--- src/design/csvs_pkg.sv ---
// Shared types and byte constants for the CSV field splitter.
package csvs_pkg;

  localparam logic [7:0] CHR_QUOTE = 8'h22;
  localparam logic [7:0] CHR_BSLASH = 8'h5C;
  localparam logic [7:0] CHR_COMMA = 8'h2C;
  localparam logic [7:0] CHR_TAB = 8'h09;
  localparam logic [7:0] CHR_SPACE = 8'h20;
  localparam logic [7:0] CHR_CR = 8'h0D;

  localparam int unsigned CFG_IDX_W = 1;
  localparam logic [CFG_IDX_W-1:0] CFG_TAB_MODE = 1'b0;
  localparam logic [CFG_IDX_W-1:0] CFG_TRIM_LEADING = 1'b1;

  typedef struct packed {
    logic [7:0] text_byte;
    logic       line_last;
  } in_item_t;

  typedef struct packed {
    logic [7:0] field_byte;
    logic       byte_valid;
    logic       field_done;
    logic       line_done;
    logic [7:0] field_number;
  } out_item_t;

endpackage

--- src/design/csvs_in_if.sv ---
// Request channel carrying line bytes into the CSV field splitter.
interface csvs_in_if;
  logic       valid;
  logic       ready;
  logic [7:0] text_byte;
  logic       line_last;

  modport source (output valid, output text_byte, output line_last, input ready);
  modport sink (input valid, input text_byte, input line_last, output ready);
endinterface

--- src/design/csvs_out_if.sv ---
// Result channel carrying field content out of the CSV field splitter.
interface csvs_out_if;
  logic       valid;
  logic       ready;
  logic [7:0] field_byte;
  logic       byte_valid;
  logic       field_done;
  logic       line_done;
  logic [7:0] field_number;

  modport source (
    output valid, output field_byte, output byte_valid, output field_done,
    output line_done, output field_number, input ready
  );
  modport sink (
    input valid, input field_byte, input byte_valid, input field_done,
    input line_done, input field_number, output ready
  );
endinterface

--- src/design/csv_field_splitter_top.sv ---
// CSV field splitter top level: parser state and four-entry result queue.
//
// Takes one byte of a text line per request and streams the unquoted field
// content, with field and line end marks and the field number. A request
// causes zero, one or two results; the parser state advances in the cycle a
// request is accepted and its results go straight into a four-entry result
// queue. A request is taken whenever the queue has room for two results, so
// the block accepts one byte per cycle while the sink keeps up; the queue
// absorbs the second result of a request that makes two. Results are
// registered in the queue before they reach the output. Configuration writes
// (tab mode, leading whitespace trim) take effect on the next request.
module csv_field_splitter_top
  import csvs_pkg::*;
(
  input  logic                 clk_i,
  input  logic                 rst_ni,
  csvs_in_if.sink              in_i,
  csvs_out_if.source           out_o,
  input  logic                 cfg_we_i,
  input  logic [CFG_IDX_W-1:0] cfg_idx_i,
  input  logic                 cfg_wdata_i
);

  localparam logic [2:0] PH_START = 3'd0;
  localparam logic [2:0] PH_PLAIN = 3'd1;
  localparam logic [2:0] PH_QUOTED = 3'd2;
  localparam logic [2:0] PH_QQ = 3'd3;
  localparam logic [2:0] PH_BS = 3'd4;
  localparam logic [2:0] PH_BSQ = 3'd5;
  localparam int unsigned QDEPTH = 4;
  localparam int unsigned QCNT_W = $clog2(QDEPTH + 1);

  logic            tab_mode_q, trim_q;
  logic [2:0]      phase_q, phase_d;
  logic [7:0]      fcount_q, fcount_d;
  logic            sl_q, sl_d;
  logic [QCNT_W-1:0] count_q, count_d;
  out_item_t       slot_q [QDEPTH];
  out_item_t       slot_d [QDEPTH];

  logic            acc, pop;
  in_item_t        req;
  logic [7:0]      sep;
  logic [2:0]      ph_n;
  logic            fend;
  logic [1:0]      npend;
  logic [7:0]      p0, p1;
  logic            keep0, keep1, sl1;
  logic            w0, w1;
  out_item_t       r0, r1, push_a, push_b;
  logic [1:0]      npush;
  logic [QCNT_W-1:0] base;

  function automatic logic is_ws(logic [7:0] b);
    return (b == CHR_SPACE) || (b >= CHR_TAB && b <= CHR_CR);
  endfunction

  assign req.text_byte = in_i.text_byte;
  assign req.line_last = in_i.line_last;
  assign in_i.ready = (count_q <= QCNT_W'(QDEPTH - 2));
  assign acc = in_i.valid && in_i.ready;
  assign out_o.valid = (count_q != '0);
  assign pop = out_o.valid && out_o.ready;
  assign out_o.field_byte = slot_q[0].field_byte;
  assign out_o.byte_valid = slot_q[0].byte_valid;
  assign out_o.field_done = slot_q[0].field_done;
  assign out_o.line_done = slot_q[0].line_done;
  assign out_o.field_number = slot_q[0].field_number;

  assign sep = tab_mode_q ? CHR_TAB : CHR_COMMA;

  // Parse one byte
  always_comb begin
    ph_n = phase_q;
    fend = 1'b0;
    npend = 2'd0;
    p0 = req.text_byte;
    p1 = req.text_byte;
    unique case (phase_q)
      PH_PLAIN: begin
        if (req.text_byte == sep) begin
          fend = 1'b1;
        end else begin
          npend = 2'd1;
        end
      end
      PH_QUOTED: begin
        if (req.text_byte == CHR_QUOTE) begin
          ph_n = PH_QQ;
        end else if (req.text_byte == CHR_BSLASH) begin
          ph_n = PH_BS;
        end else begin
          npend = 2'd1;
        end
      end
      PH_QQ: begin
        if (req.text_byte == CHR_QUOTE) begin
          npend = 2'd1;
          ph_n = PH_QUOTED;
        end else begin
          fend = 1'b1;
        end
      end
      PH_BS: begin
        if (req.text_byte == CHR_QUOTE) begin
          ph_n = PH_BSQ;
        end else if (req.text_byte == CHR_BSLASH) begin
          npend = 2'd1;
          p0 = CHR_BSLASH;
        end else begin
          npend = 2'd2;
          p0 = CHR_BSLASH;
          ph_n = PH_QUOTED;
        end
      end
      PH_BSQ: begin
        p0 = CHR_QUOTE;
        ph_n = PH_QUOTED;
        if (req.text_byte == CHR_QUOTE) begin
          npend = 2'd2;
          p0 = CHR_BSLASH;
          p1 = CHR_QUOTE;
        end else if (req.text_byte == CHR_BSLASH) begin
          npend = 2'd1;
          ph_n = PH_BS;
        end else begin
          npend = 2'd2;
        end
      end
      default: begin
        if (!tab_mode_q && req.text_byte == CHR_QUOTE) begin
          ph_n = PH_QUOTED;
        end else if (req.text_byte == sep) begin
          fend = 1'b1;
        end else begin
          npend = 2'd1;
          ph_n = PH_PLAIN;
        end
      end
    endcase

    // Flush a held escape at line end
    if (req.line_last) begin
      if (ph_n == PH_BS || ph_n == PH_BSQ) begin
        if (npend == 2'd0) begin
          p0 = (ph_n == PH_BS) ? CHR_BSLASH : CHR_QUOTE;
          npend = 2'd1;
        end else if (npend == 2'd1) begin
          p1 = (ph_n == PH_BS) ? CHR_BSLASH : CHR_QUOTE;
          npend = 2'd2;
        end
      end
      fend = 1'b1;
    end
  end

  // Form results
  always_comb begin
    keep0 = !(trim_q && sl_q && is_ws(p0));
    sl1 = sl_q && !keep0;
    keep1 = !(trim_q && sl1 && is_ws(p1));
    r0 = '0;
    r1 = '0;
    r0.field_number = fcount_q;
    r1.field_number = fcount_q;
    w0 = 1'b0;
    w1 = 1'b0;
    sl_d = sl_q;
    unique case (npend)
      2'd1: begin
        w0 = keep0 || fend || req.line_last;
        r0.byte_valid = keep0;
        r0.field_byte = keep0 ? p0 : 8'h00;
        r0.field_done = fend;
        r0.line_done = req.line_last;
        sl_d = sl1;
      end
      2'd2: begin
        w0 = keep0;
        r0.byte_valid = keep0;
        r0.field_byte = keep0 ? p0 : 8'h00;
        w1 = keep1 || fend || req.line_last;
        r1.byte_valid = keep1;
        r1.field_byte = keep1 ? p1 : 8'h00;
        r1.field_done = fend;
        r1.line_done = req.line_last;
        sl_d = sl1 && !keep1;
      end
      default: begin
        w0 = fend || req.line_last;
        r0.field_done = fend;
        r0.line_done = req.line_last;
      end
    endcase

    phase_d = ph_n;
    fcount_d = fcount_q;
    if (fend) begin
      phase_d = PH_START;
      sl_d = 1'b1;
      if (fcount_q != 8'hFF) begin
        fcount_d = fcount_q + 8'd1;
      end
    end
    if (req.line_last) begin
      phase_d = PH_START;
      sl_d = 1'b1;
      fcount_d = 8'd0;
    end
  end

  // Result queue: shift on pop, append after the remaining entries
  always_comb begin
    push_a = w0 ? r0 : r1;
    push_b = r1;
    npush = acc ? (2'(w0) + 2'(w1)) : 2'd0;
    base = count_q - QCNT_W'(pop);
    count_d = base + QCNT_W'(npush);
    for (int i = 0; i < QDEPTH; i++) begin
      if (pop && i < QDEPTH - 1) begin
        slot_d[i] = slot_q[i+1];
      end else begin
        slot_d[i] = slot_q[i];
      end
      if (npush != 2'd0 && base == QCNT_W'(i)) begin
        slot_d[i] = push_a;
      end
      if (npush == 2'd2 && base + QCNT_W'(1) == QCNT_W'(i)) begin
        slot_d[i] = push_b;
      end
    end
  end

  always_ff @(posedge clk_i or negedge rst_ni) begin
    if (!rst_ni) begin
      tab_mode_q <= 1'b0;
      trim_q <= 1'b0;
      phase_q <= PH_START;
      fcount_q <= 8'd0;
      sl_q <= 1'b1;
      count_q <= '0;
    end else begin
      if (cfg_we_i) begin
        unique case (cfg_idx_i)
          CFG_TAB_MODE: tab_mode_q <= cfg_wdata_i;
          CFG_TRIM_LEADING: trim_q <= cfg_wdata_i;
          default: ;
        endcase
      end
      if (acc) begin
        phase_q <= phase_d;
        fcount_q <= fcount_d;
        sl_q <= sl_d;
      end
      count_q <= count_d;
    end
  end

  always_ff @(posedge clk_i) begin
    for (int i = 0; i < QDEPTH; i++) begin
      slot_q[i] <= slot_d[i];
    end
  end

`ifndef NO_ASSERTIONS
  a_queue_bound: assert property (@(posedge clk_i) disable iff (!rst_ni)
    count_q <= QCNT_W'(QDEPTH))
    else $error("result queue overfilled");

  a_phase_legal: assert property (@(posedge clk_i) disable iff (!rst_ni)
    phase_q <= PH_BSQ)
    else $error("parser phase out of range");

  a_line_end_clears: assert property (@(posedge clk_i) disable iff (!rst_ni)
    (acc && req.line_last) |=> (fcount_q == 8'd0 && sl_q && phase_q == PH_START))
    else $error("line end did not clear parser state");

  a_line_end_result: assert property (@(posedge clk_i) disable iff (!rst_ni)
    (acc && req.line_last) |=> (count_q != '0))
    else $error("line end produced no result");
`endif

endmodule
--- src/flat_wrapper.sv ---
// flat-port wrapper written by rule: the top's interface ports become plain ports
module csv_field_splitter_top_flat import csvs_pkg::*;
  (clk_i, rst_ni, cfg_we_i, cfg_idx_i, cfg_wdata_i, in_i_valid, in_i_text_byte, in_i_line_last, in_i_ready, out_o_valid, out_o_field_byte, out_o_byte_valid, out_o_field_done, out_o_line_done, out_o_field_number, out_o_ready);
  csvs_in_if in_i_i ();
  csvs_out_if out_o_i ();
  input  logic clk_i;
  input  logic rst_ni;
  input  logic cfg_we_i;
  input  logic [CFG_IDX_W-1:0] cfg_idx_i;
  input  logic cfg_wdata_i;
  input wire logic [$bits(in_i_i.valid)-1:0] in_i_valid;
  input wire logic [$bits(in_i_i.text_byte)-1:0] in_i_text_byte;
  input wire logic [$bits(in_i_i.line_last)-1:0] in_i_line_last;
  output wire logic [$bits(in_i_i.ready)-1:0] in_i_ready;
  output wire logic [$bits(out_o_i.valid)-1:0] out_o_valid;
  output wire logic [$bits(out_o_i.field_byte)-1:0] out_o_field_byte;
  output wire logic [$bits(out_o_i.byte_valid)-1:0] out_o_byte_valid;
  output wire logic [$bits(out_o_i.field_done)-1:0] out_o_field_done;
  output wire logic [$bits(out_o_i.line_done)-1:0] out_o_line_done;
  output wire logic [$bits(out_o_i.field_number)-1:0] out_o_field_number;
  input wire logic [$bits(out_o_i.ready)-1:0] out_o_ready;
  assign in_i_i.valid = in_i_valid;
  assign in_i_i.text_byte = in_i_text_byte;
  assign in_i_i.line_last = in_i_line_last;
  assign in_i_ready = in_i_i.ready;
  assign out_o_valid = out_o_i.valid;
  assign out_o_field_byte = out_o_i.field_byte;
  assign out_o_byte_valid = out_o_i.byte_valid;
  assign out_o_field_done = out_o_i.field_done;
  assign out_o_line_done = out_o_i.line_done;
  assign out_o_field_number = out_o_i.field_number;
  assign out_o_i.ready = out_o_ready;
  csv_field_splitter_top u_core (.clk_i(clk_i), .rst_ni(rst_ni), .in_i(in_i_i), .out_o(out_o_i), .cfg_we_i(cfg_we_i), .cfg_idx_i(cfg_idx_i), .cfg_wdata_i(cfg_wdata_i));
endmodule
--- config.mk ---
export PLATFORM = sky130hd
export DESIGN_NAME = csv_field_splitter_top_flat
export DESIGN_NICKNAME = d
export VERILOG_FILES = /design/src/design/csvs_pkg.sv /design/src/design/csvs_in_if.sv /design/src/design/csvs_out_if.sv /design/src/design/csv_field_splitter_top.sv /design/src/flat_wrapper.sv
export SDC_FILE = /design/constraint.sdc
export NUM_CORES = 1
export LEC_CHECK = 0
export ABC_AREA = 0
export BUFFER_PORTS_ARGS = -buffer_cell sky130_fd_sc_hd__buf_2
export CORE_ASPECT_RATIO = 0.5
export CORE_MARGIN = 10
export CORE_UTILIZATION = 50
export CTS_BUF_LIST = sky130_fd_sc_hd__clkbuf_8
export CTS_CLUSTER_DIAMETER = 80
export CTS_CLUSTER_SIZE = 10
export DETAILED_ROUTE_END_ITERATION = 10
export GPL_ROUTABILITY_DRIVEN = 1
export GPL_TIMING_DRIVEN = 0
export HOLD_SLACK_MARGIN = 0.08
export PLACE_DENSITY_LB_ADDON = 0.2
export SLEW_MARGIN = 0
export SYNTH_ARGS = -nofsm -noshare
export SYNTH_HDL_FRONTEND = slang
export SYNTH_SLANG_ARGS = --single-unit
--- constraint.sdc ---
create_clock -name clk_i -period 5.55 [get_ports clk_i]
set_input_delay 0.8325 -clock clk_i [delete_from_list [all_inputs] [get_ports clk_i]]
set_output_delay 0.8325 -clock clk_i [all_outputs]
set_load 0.02 [all_outputs]
### Word level (Yosys, flattened, before mapping)

Memories as Yosys holds them, arrays and structs flattened.
Cells that the tools add are included.

| word-level totals | value |
|---|---|
| bits of input ports | 16 |
| bits in writable memories | 76 |
| memories kept | 1 |
| register bits after elaboration | 17 |

Memories:

| memory | words | width | rd ports | clocked after Yosys merged registers in | write ports | line | RTL |
|---|---|---|---|---|---|---|---|
| u_core.slot_q | 4 | 19 | 4 | 0 | 4 | csv_field_splitter_top.sv:38 | `out_item_t slot_q [QDEPTH];` |

| operators by class | value |
|---|---|
| muxes and demuxes | 70 |
| equality and inequality tests | 23 |
| bitwise gates (word level) | 1 |
| magnitude comparators | 5 |
| reductions and logical operators | 44 |
| $add $sub $neg | 5 |

Operators by type and width:

| cell | number |
|---|---|
| $mux 19 | 12 |
| $mux 8 | 15 |
| $mux 3 | 11 |
| $eq 8x6->1 const B | 3 |
| $mux 2 | 11 |
| $logic_and 1x1->1 | 19 |
| $eq 3x2->1 const B | 6 |
| $ge 8x4->1 const B | 2 |
| $le 8x4->1 const B | 2 |
| $pmux 8 s2 | 1 |
| $pmux 3 s5 | 1 |
| $mux 7 | 2 |
| $eq 3x3->1 const B | 4 |
| $mux 11 | 1 |
| $mux 1 | 10 |
| $pmux 2 s5 | 1 |
| $eq 3x1->1 const B | 3 |
| $mux 9 | 1 |
| $add 8x1->8 const B | 1 |
| $eq 8x7->1 const B | 1 |
| $eq 8x8->1 | 1 |
| $logic_or 1x1->1 | 8 |
| $ne 8x8->1 const B | 1 |
| $logic_not 3->1 | 2 |
| 20 further kinds | 29 |

### Depth between registers and ports, before layout

Gate-level depths: netlist (run 1).

| depth | value |
|---|---|
| depth in word-level cells | 27 |
| depth in mapped cells | 25 |
| gate-level depth less buffers | 20 |

### Least setup slack after synthesis (run 1)

OpenSTA, ideal clock, no wires.

| path | value |
|---|---|
| kind | input port to flip-flop |
| start | in in_i_text_byte[4] |
| end | mem u_core.slot_q[0][0] in the netlist's numbering (enable) |
| cell stages on the path | 23 |
| slack | -1.198 ns |
| data arrival time | 6.372 ns |
| cell sequence | clkbuf_1 or3_1 or3_1 clkbuf_1 and4_1 o21a_1 o32a_1 ha_1 nand2_1 a21boi_0 ha_1 clkbuf_1 nand2_1 a311oi_1 a32oi_1 o21ai_0 ha_1 nand3_1 or3b_2 nor3_1 nor2_1 clkbuf_1 nand2_1 |

RTL lines:

| element | line | RTL |
|---|---|---|
| from (decl) | flat_wrapper.sv:12 | `input wire logic [$bits(in_i_i.text_byte)-1:0] in_i_text_byte;` |
| to (decl) | csv_field_splitter_top.sv:38 |  |

==> impl_metrics.toml, run 1 <==
[outcome]
status = "finished clean"

[synth]
syn_nets = 543
syn_area_per_cell_um2 = 10.7
ys_seq_area_share_pct = 49.2
syn_inst = 515
synthArstFlopShare_pct = 18.3
synth_enable_flop_cells = 76
yosysWarnings = 0
ys_seq_elements = 93
ys.flop_type = "edfxtp_1"
syn-cell-area_mm2 = 0.00550
synth_cell_type_count = 72

[power]
power.density_mw_per_mm2 = 401
switchingPower_mw = 1.06
vdd_drop_max_mv = 0.153
clkPwrFrac_pct = 16.2
p_comb_share_pct = 42.6
p_leak_nw = 2.46
netSwitchingFraction_pct = 39.1
power.internal_mw = 1.64
seq_power_share_pct = 41.3

[critical_path]
timing.critical_path.to_type = "register"
rrSetupSlack_ns = 0.13
cpLargestDelayFamily = "simple AND/OR/NAND/NOR gates"
crit_type = "in2reg"
cp_slowest_cell = "or3b_4"
crit_chain = "buf_8 -> or3b_4 -> or3_4 -> and4_1 -> o21a_1 -> o32a_1 -> ha_1 -> nand2_1 -> a21boi_4 -> ha_2 -> buf_8 -> nand2_2 -> a311oi_2 -> a32oi_4 -> o21ai_2 -> ha_4 -> nand3_4 -> or3b_4 -> nor3_4 -> nor2_4 -> buf_8 -> a222oi_1 -> o221ai_1"
crit_fanout = 7
r2r_end = "u_core.slot_q[0][16]"
arrival_ns = 5.57
cp-start-kind = "input pin"
crit-reg2reg-launch = "u_core.phase_q[1]"
r2r_cells = 24
path_buf_inv = 3
required_ns = 5.64
cp_common_cell = "buf_8"
cpPeakStageDelay_ns = 0.46

[cts]
cts_tree = "built"
hold_buffers = 0
clockRootBuffer = "clkbuf_8"
cts.path.max_buffers = 2
cts_made_buffers = 9
clk_pin_slew_ns = 0.11
cts_sinks = 93
htree_levels = 3
clock_latency_ns = 0.37

[drt]
drt-initial-drc-count = 501
routed_wl_um = 14600
met1_length_um = 6470
wl_met3_um = 1200
firstDrtPassIters = 8
top_layer = "met4"
num_vias = 4723
wire_per_inst_um = 20.0
wl_met2_um = 6620
viasPerCell = 6.45
detail-route-antenna-nets = 0
post-route-drc-count = 0

[layout]
fin_util_pct = 64.2
antenna_cells = 0
layout.cells.non_filler = 732
fill_cells = 839
nets = 615
area_growth_pct = 22.3
drive_gt1_share_pct = 31.1

[timing]
period_needed_ns = 5.48
fin_hold_ws_ns = 0.390
final.setup.tns_ns = 0
setup_viol = 0
rsz0062_at_grt = "yes"
layout_setup_ws_ns = 0.0664
achievable-frequency_ghz = 0.182
tightest_slew_ns = 0.897
post-route-period-util_pct = 98.8
finalHoldViolCount = 0
skew_ns = 0.0150
max_slew_margin_pct = 39.8
drv_slew = 0

[global_route]
grt_pass1_vias = 4442
grt_max_degree = 20
grt_usage_pct = 18.1
grt_overflow = 0
grt_pass1_wl_um = 23300
antenna_found_initial = 0

[floorplan]
die_w_um = 168
initial_core_util_pct = 52.5
rows = 26
core_area_mm2 = 0.0105
die-height_um = 94.2
ioPinCount = 37
die_area_mm2 = 0.0159

[place]
placedCellCount = 689
gp_congestion = 0.940
dp_hpwl_um = 10500
numPortBuffers = 34
place_ws_ns = -1.15

[run]
max_cap_viol_count = 0

[hold_path]
holdCritPathClass = "in2async"
[cell families after synthesis]
| kind of cell | after synthesis | synth area share [%] |
|---|---|---|
| flops | 93 | 49.2 |
| buf+inv | 48 | 3.46 |
| xor+xnor | 3 | 0.478 |
| simple gates | 173 | 17.1 |
| fa+ha+maj | 12 | 2.87 |
| compound gates | 156 | 20.8 |
| mux | 30 | 6.10 |
[per-layer routing]
metal  vias to the layer above  track usage, %
met5                         -               0
met4                         0            5.91
met3                        36            3.76
met2                       235            29.0
met1                      2271            24.0
li1                       2181               -
[layout by cell type, fill, tap and decap left out, drive strengths merged, types with 11 or more instances in the layout]
| master | instances |
|---|---|
| buf | 71 |
| nor3 | 18 |
| ha | 11 |
| edfxtp | 76 |
| a22oi | 15 |
| nor2 | 25 |
| mux2 | 28 |
| dfrtp | 16 |
| nand2 | 43 |
| nand3 | 27 |
| clkbuf | 29 |
| a21oi | 22 |
| inv | 20 |
| o21ai | 31 |
| o211ai | 23 |
[cell type report]
type	instances	area, µm²	area share (%)
Inverter	18	67.6	1.00
Tap cell	140	175	2.60
Sequential cell	93	2710	40.3
Clock inverter	7	65.1	0.967
Clock buffer	9	124	1.84
Buffer	29	199	2.96
Multi-Input combinational cell	374	2940	43.7
Timing Repair Buffer	62	445	6.62
[flip-flops by register name, indices dropped and copies added, names as in the netlist]
register	cells
u_core.phase_q	3
u_core.trim_q	1
u_core.tab_mode_q	1
u_core.slot_q	76
u_core.count_q	3
u_core.sl_q	1
u_core.fcount_q	8
[power groups by stage]
stage	Combinational (mW)	Sequential [mW]	Clock [mW]
after floorplan	0.687	1.17	0
after global placement	0.995	1.12	0
after detailed placement	1.01	1.13	0
after CTS	1.07	1.11	0.440
after global routing	1.25	1.14	0.480
final	1.15	1.11	0.436
[timing repair]
action	CTS	global route
setup buffers	14	13
cloned	0	1
setup endpoints to repair	143	143
resized for setup	18	54
pin swaps	13	24
[cell usage after synthesis, types with 8 or more instances]
master / instances / area, µm²
mux2_2: 28 / 315
nor2_1: 25 / 93.8
a21oi_1: 21 / 105
nor3_1: 18 / 90.1
clkbuf_1: 24 / 90.1
o21ai_0: 30 / 150
o211ai_1: 23 / 173
ha_1: 11 / 138
dfrtp_1: 16 / 400
nand3_1: 27 / 135
nand2_1: 43 / 161
o221ai_1: 8 / 70.1
edfxtp_1: 76 / 2280
inv_1: 16 / 60.1
a22oi_1: 15 / 113
[worst max path at each step]
stage                           start                   end  slack [ns]  depth (start not counted)
floorplan           in_i_text_byte[4]  u_core.slot_q[0][16]       -0.33                         24
global placement    in_i_text_byte[1]  u_core.slot_q[0][16]       -1.15                         24
detailed placement  in_i_text_byte[1]  u_core.slot_q[0][16]       -1.15                         24
CTS                 in_i_text_byte[6]  u_core.slot_q[0][16]       0.002                         22
global route        in_i_text_byte[2]  u_core.slot_q[0][16]       -0.11                         23
finish              in_i_text_byte[2]  u_core.slot_q[0][16]        0.07                         23
[through the flow]
stage	total power [mW]	area, µm²
floorplan	1.86	5680
global placement	2.12	6030
detailed placement	2.14	6030
CTS	2.63	6430
global route	2.87	6730
finish	2.70	6730
No activity file was read; power rests on OpenSTA's default activity.
==> inputs of run 2 (changes only) <==
- ABC_AREA: 0 -> 1
- CTS_CLUSTER_SIZE: 10 -> 20
==> impl_metrics.toml, run 2 <==
[cts]
hold_buffers = 0
cts.path.max_buffers = 2
clk_pin_slew_ns = 0.09
htree_levels = 3
clockRootBuffer = "clkbuf_8"
clock_latency_ns = 0.37
cts_tree = "built"
cts_sinks = 93
cts_made_buffers = 9

[timing]
max_slew_margin_pct = 44.6
post-route-period-util_pct = 95.1
final.setup.tns_ns = 0
rsz0062_at_grt = "yes"
skew_ns = 0.0131
period_needed_ns = 5.28
achievable-frequency_ghz = 0.189
finalHoldViolCount = 0
drv_slew = 0
tightest_slew_ns = 0.829
setup_viol = 0

[floorplan]
initial_core_util_pct = 51.5
ioPinCount = 37
die-height_um = 95.5
core_area_mm2 = 0.0110
die_w_um = 171
die_area_mm2 = 0.0163
rows = 27

[power]
switchingPower_mw = 1.00
power.internal_mw = 1.51
seq_power_share_pct = 44.8
power.density_mw_per_mm2 = 391
clkPwrFrac_pct = 16.1
p_leak_nw = 2.95
netSwitchingFraction_pct = 40.0
vdd_drop_max_mv = 0.140
p_comb_share_pct = 39.1
power_mw = 2.51

[critical_path]
required_ns = 5.60
cp_common_cell = "nand2_1"
arrival_ns = 5.33
cp-start-kind = "input pin"
timing.critical_path.to_type = "register"
cp_slowest_cell = "ha_1"
cpPeakStageDelay_ns = 0.30
crit_fanout = 19
rrSetupSlack_ns = 0.40
crit_type = "in2reg"

[synth]
syn_area_per_cell_um2 = 7.96
synth_enable_flop_cells = 76
ys_seq_elements = 93
syn_inst = 715
synthArstFlopShare_pct = 18.3
ys_seq_area_share_pct = 47.6
synth_cell_type_count = 40
yosysWarnings = 0
yosys-top-cells-count = "nand2_1, inv_1, edfxtp_1"
synth_most_common_cell = "nand2_1"
syn_nets = 743
synth_top_area_share_pct = 40.1
yosys-top-cells-area = "edfxtp_1, nand2_1, dfrtp_1"
syn-cell-area_mm2 = 0.00569
yosysTopAreaCell = "edfxtp_1"
ys.flop_type = "edfxtp_1"

[layout]
largest_register = "u_core.slot_q"
mostFrequentLayoutCells = "nand2_1, inv_1, edfxtp_1, nand3_1, o21ai_0"
final_common_cell = "nand2_1"
final_design_area_no_fill_mm2 = 0.00641
fill_cells = 973
area_growth_pct = 12.6
nets = 794
antenna_cells = 0
fin_util_pct = 58.0
largest_register_ffs = 76
drive_gt1_share_pct = 17.8
top_regs = "u_core.slot_q x76, u_core.fcount_q x8"

[place]
gp_congestion = 0.922
dp_hpwl_um = 10300
numPortBuffers = 35
placed_area_mm2 = 0.00605

[drt]
routed_wl_um = 13700
firstDrtPassIters = 5
detail-route-antenna-nets = 0
post-route-drc-count = 0
num_vias = 4785
viasPerCell = 5.22
wire_per_inst_um = 14.9
drt-initial-drc-count = 312

[run]
max_cap_viol_count = 0

[global_route]
grt_usage_pct = 16.8
grt_pass1_vias = 4363
grt_pass1_wl_um = 21500
antenna_found_initial = 0
grt_overflow = 0
grt_max_degree = 20

[outcome]
status = "finished clean"

[hold_path]
holdCritPathClass = "in2async"
## run 2: cell count changes in the layout (fill, tap and decap cells not counted), moves of 11 or more
| cell | before | now |
|---|---|---|
| nand2_2 | 2 | 17 |
| nor2_1 | 19 | 45 |
| o21ai_0 | 26 | 47 |
| nand3_1 | 26 | 55 |
| o211ai_1 | 23 | 6 |
| buf_4 | 28 | 5 |
| mux2_2 | 20 | 0 |
| inv_2 | 0 | 11 |
| a22oi_1 | 13 | 0 |
| inv_1 | 16 | 91 |
| nand2_1 | 37 | 231 |
## run 2: power groups by stage
stage	logic [mW]	registers [mW]	clock network (mW)
global placement	0.875	1.13	0
global route	1.11	1.15	0.437
floorplan	0.584	1.20	0
detailed placement	0.901	1.14	0
finish	0.980	1.12	0.403
CTS	0.928	1.12	0.411
## run 2: what timing repair did
action,in CTS,in global routing
endpoints found under the setup margin,125,143
pin swaps,0,4
hold endpoints to repair,0,0
buffers inserted,0,3
gates cloned,0,2
resized for setup,23,33
## run 2: metal layers
layer | up-vias | global-route usage [%] | routed length [µm]
li1 | 2439 | - | -
met1 | 2198 | 22.1 | 6440
met2 | 139 | 27.6 | 6270
met3 | 9 | 4.20 | 860
met4 | 0 | 3.45 | 107
met5 | - | 0 | 0
## run 2: worst paths after layout
kind / start / endpoint / depth (start not counted)
hold / removal: rst_ni / u_core.fcount_q[7] / 1
max in group asynchronous: rst_ni / u_core.sl_q / 1
setup reg to reg: u_core.phase_q[2] / u_core.slot_q[2][15] / 29
setup / recovery: in_i_text_byte[7] / u_core.slot_q[2][15] / 33
hold reg to reg: u_core.fcount_q[2] / u_core.slot_q[3][2] / 0
min in group clk_i: u_core.fcount_q[2] / u_core.slot_q[3][2] / 0
## run 2: critical path: cells and delay by family
kind            cells  cell delay [ns]
compound gates      3             0.43
buf+inv             8             1.03
fa+ha+maj           2             0.57
simple gates       20             2.45
## run 2: stage by stage
stage	worst slack, ns	hold WS, ns	instances
after global routing	-0.0425	0.393	916
after global placement	-1.46	0.465	895
after floorplan	0.0625	0.446	715
after detailed placement	-1.54	0.470	895
after CTS	-0.0467	0.376	911
final	0.272	0.378	916
## run 2: cell type report
cell class	instances	area, µm²	area share, %
clock buffer	9	124	1.93
buffer	15	93.8	1.46
inverter	102	384	5.99
tap	145	181	2.83
multi-input combinational	507	2680	41.8
sequential	93	2710	42.3
clock inverter	7	43.8	0.683
timing repair buffer	38	198	3.08
## run 2: cells by family after synthesis
logic type	after synthesis	share of synthesized area [%]
AND/OR/NAND/NOR	405	33.0
buffers and inverters	117	8.07
flip-flops	93	47.6
AO/OA/AOI/OAI	86	8.24
adder cells (fa/ha/maj)	12	2.77
XOR/XNOR	2	0.308
==> inputs of run 3 (changes only) <==
- CORE_ASPECT_RATIO: 0.5 -> not set
==> impl_metrics.toml, run 3 (synthesized netlist as in run 2, its figures left out) <==
[outcome]
status = "finished clean"

[layout]
fin_util_pct = 58.7
largest_register_ffs = 76
mostFrequentLayoutCells = "nand2_1, inv_1, edfxtp_1, nand3_1, o21ai_0"
top_regs = "u_core.slot_q x76, u_core.fcount_q x8"
antenna_cells = 0
final_design_area_no_fill_mm2 = 0.00645
final_common_cell = "nand2_1"
layout.cells.non_filler = 914
area_growth_pct = 13.3
nets = 797
drive_gt1_share_pct = 18.2
largest_register = "u_core.slot_q"

[timing]
final.setup.tns_ns = 0
period_needed_ns = 5.15
rsz0062_at_grt = "yes"
achievable-frequency_ghz = 0.194
finalHoldViolCount = 0
post-route-period-util_pct = 92.8
skew_ns = 0.0132
tightest_slew_ns = 0.647
max_slew_margin_pct = 56.7
drv_slew = 0
setup_viol = 0

[global_route]
grt_pass1_vias = 4621
grt_usage_pct = 16.3
grt_pass1_wl_um = 21900
grt_max_degree = 20
grt_overflow = 0
antenna_found_initial = 0

[floorplan]
core_area_mm2 = 0.0110
die_w_um = 127
die_area_mm2 = 0.0161
initial_core_util_pct = 51.8
rows = 38
die-height_um = 127
ioPinCount = 37

[place]
placed_area_mm2 = 0.00604
placedCellCount = 890
numPortBuffers = 35
dp_hpwl_um = 10500
gp_congestion = 0.873

[hold_path]
holdCritPathClass = "in2async"

[power]
power.density_mw_per_mm2 = 392
vdd_drop_max_mv = 0.207
power_mw = 2.53
p_leak_nw = 2.98

[drt]
routed_wl_um = 13400
post-route-drc-count = 0
num_vias = 4769
drt-initial-drc-count = 297
wire_per_inst_um = 14.6
detail-route-antenna-nets = 0
viasPerCell = 5.22
firstDrtPassIters = 5

[critical_path]
crit_type = "in2reg"
cpPeakStageDelay_ns = 0.38
rrSetupSlack_ns = 0.53
required_ns = 5.66
cp_slowest_cell = "clkbuf_1"
crit_fanout = 10
timing.critical_path.to_type = "register"
arrival_ns = 5.26
cp-start-kind = "input pin"
cp_common_cell = "nand2_1"

[cts]
clock_latency_ns = 0.38
cts_tree = "built"
cts_made_buffers = 9
cts_sinks = 93
cts.path.max_buffers = 2
htree_levels = 3
clk_pin_slew_ns = 0.09
clockRootBuffer = "clkbuf_8"
hold_buffers = 0

[run]
max_cap_viol_count = 0
[run 3: cell types whose count changed in the layout (fill, tap and decap cells not counted), moves of 2 or more]
cell,delta
nor2_4,+2
clkinvlp_4,-2
clkinv_4,+2
buf_4,+4
inv_1,-2
nor2_2,-2
clkinv_2,-2
[run 3: cell type report]
cell class / instances / area [µm²]
Fill cell: 984 / 4530
Sequential cell: 93 / 2710
Multi-Input combinational cell: 506 / 2670
Inverter: 102 / 385
Timing Repair Buffer: 42 / 228
Tap cell: 140 / 175
Clock buffer: 9 / 124
Buffer: 15 / 100
Clock inverter: 7 / 57.6
[run 3: critical path, delay by kind of cell]
kind	cells	cell delay [ns]
simple gates	18	2.30
buf+inv	8	1.08
fa+ha+maj	2	0.57
compound gates	4	0.48
[run 3: where the power goes]
group	internal (mW)	leakage [nW]	total [mW]	switching, mW
combinational	0.303	1.94	0.977	0.675
clock	0.169	0.0898	0.428	0.259
sequential	1.05	0.945	1.13	0.0781
total	1.52	2.98	2.53	1.01
[run 3: metrics by stage]
stage / hold slack, ns / setup slack, ns
CTS: 0.373 / 0.00360
finish: 0.375 / 0.398
global placement: 0.464 / -1.19
detailed placement: 0.462 / -1.28
floorplan: 0.446 / 0.0625
global route: 0.388 / -0.0773
[run 3: layer usage]
metal	wire, µm	part of all wire (%)	vias to the layer above	GRT usage [%]
li1	-	-	2450	-
met1	5960	44	2192	19.5
met2	6560	49	107	28.5
met3	611	4.6	20	3.21
met4	261	1.9	0	5.63
met5	0	0	-	0
[run 3: worst paths after layout]
| path | start | to | depth (start not counted) |
|---|---|---|---|
| max in group asynchronous | rst_ni | u_core.sl_q | 1 |
| setup / recovery | in_i_text_byte[7] | u_core.slot_q[2][8] | 32 |
| setup reg to reg | u_core.phase_q[2] | u_core.slot_q[2][8] | 28 |
| hold / removal | rst_ni | u_core.fcount_q[6] | 1 |
| min in group clk_i | u_core.fcount_q[2] | u_core.slot_q[3][2] | 0 |
| hold reg to reg | u_core.fcount_q[2] | u_core.slot_q[3][2] | 0 |
[run 3: repair_timing]
item | CTS | global route
setup buffers | 0 | 7
cloned | 0 | 1
gates resized for setup | 21 | 40
pin swaps | 0 | 8
endpoints found under the setup margin | 125 | 143
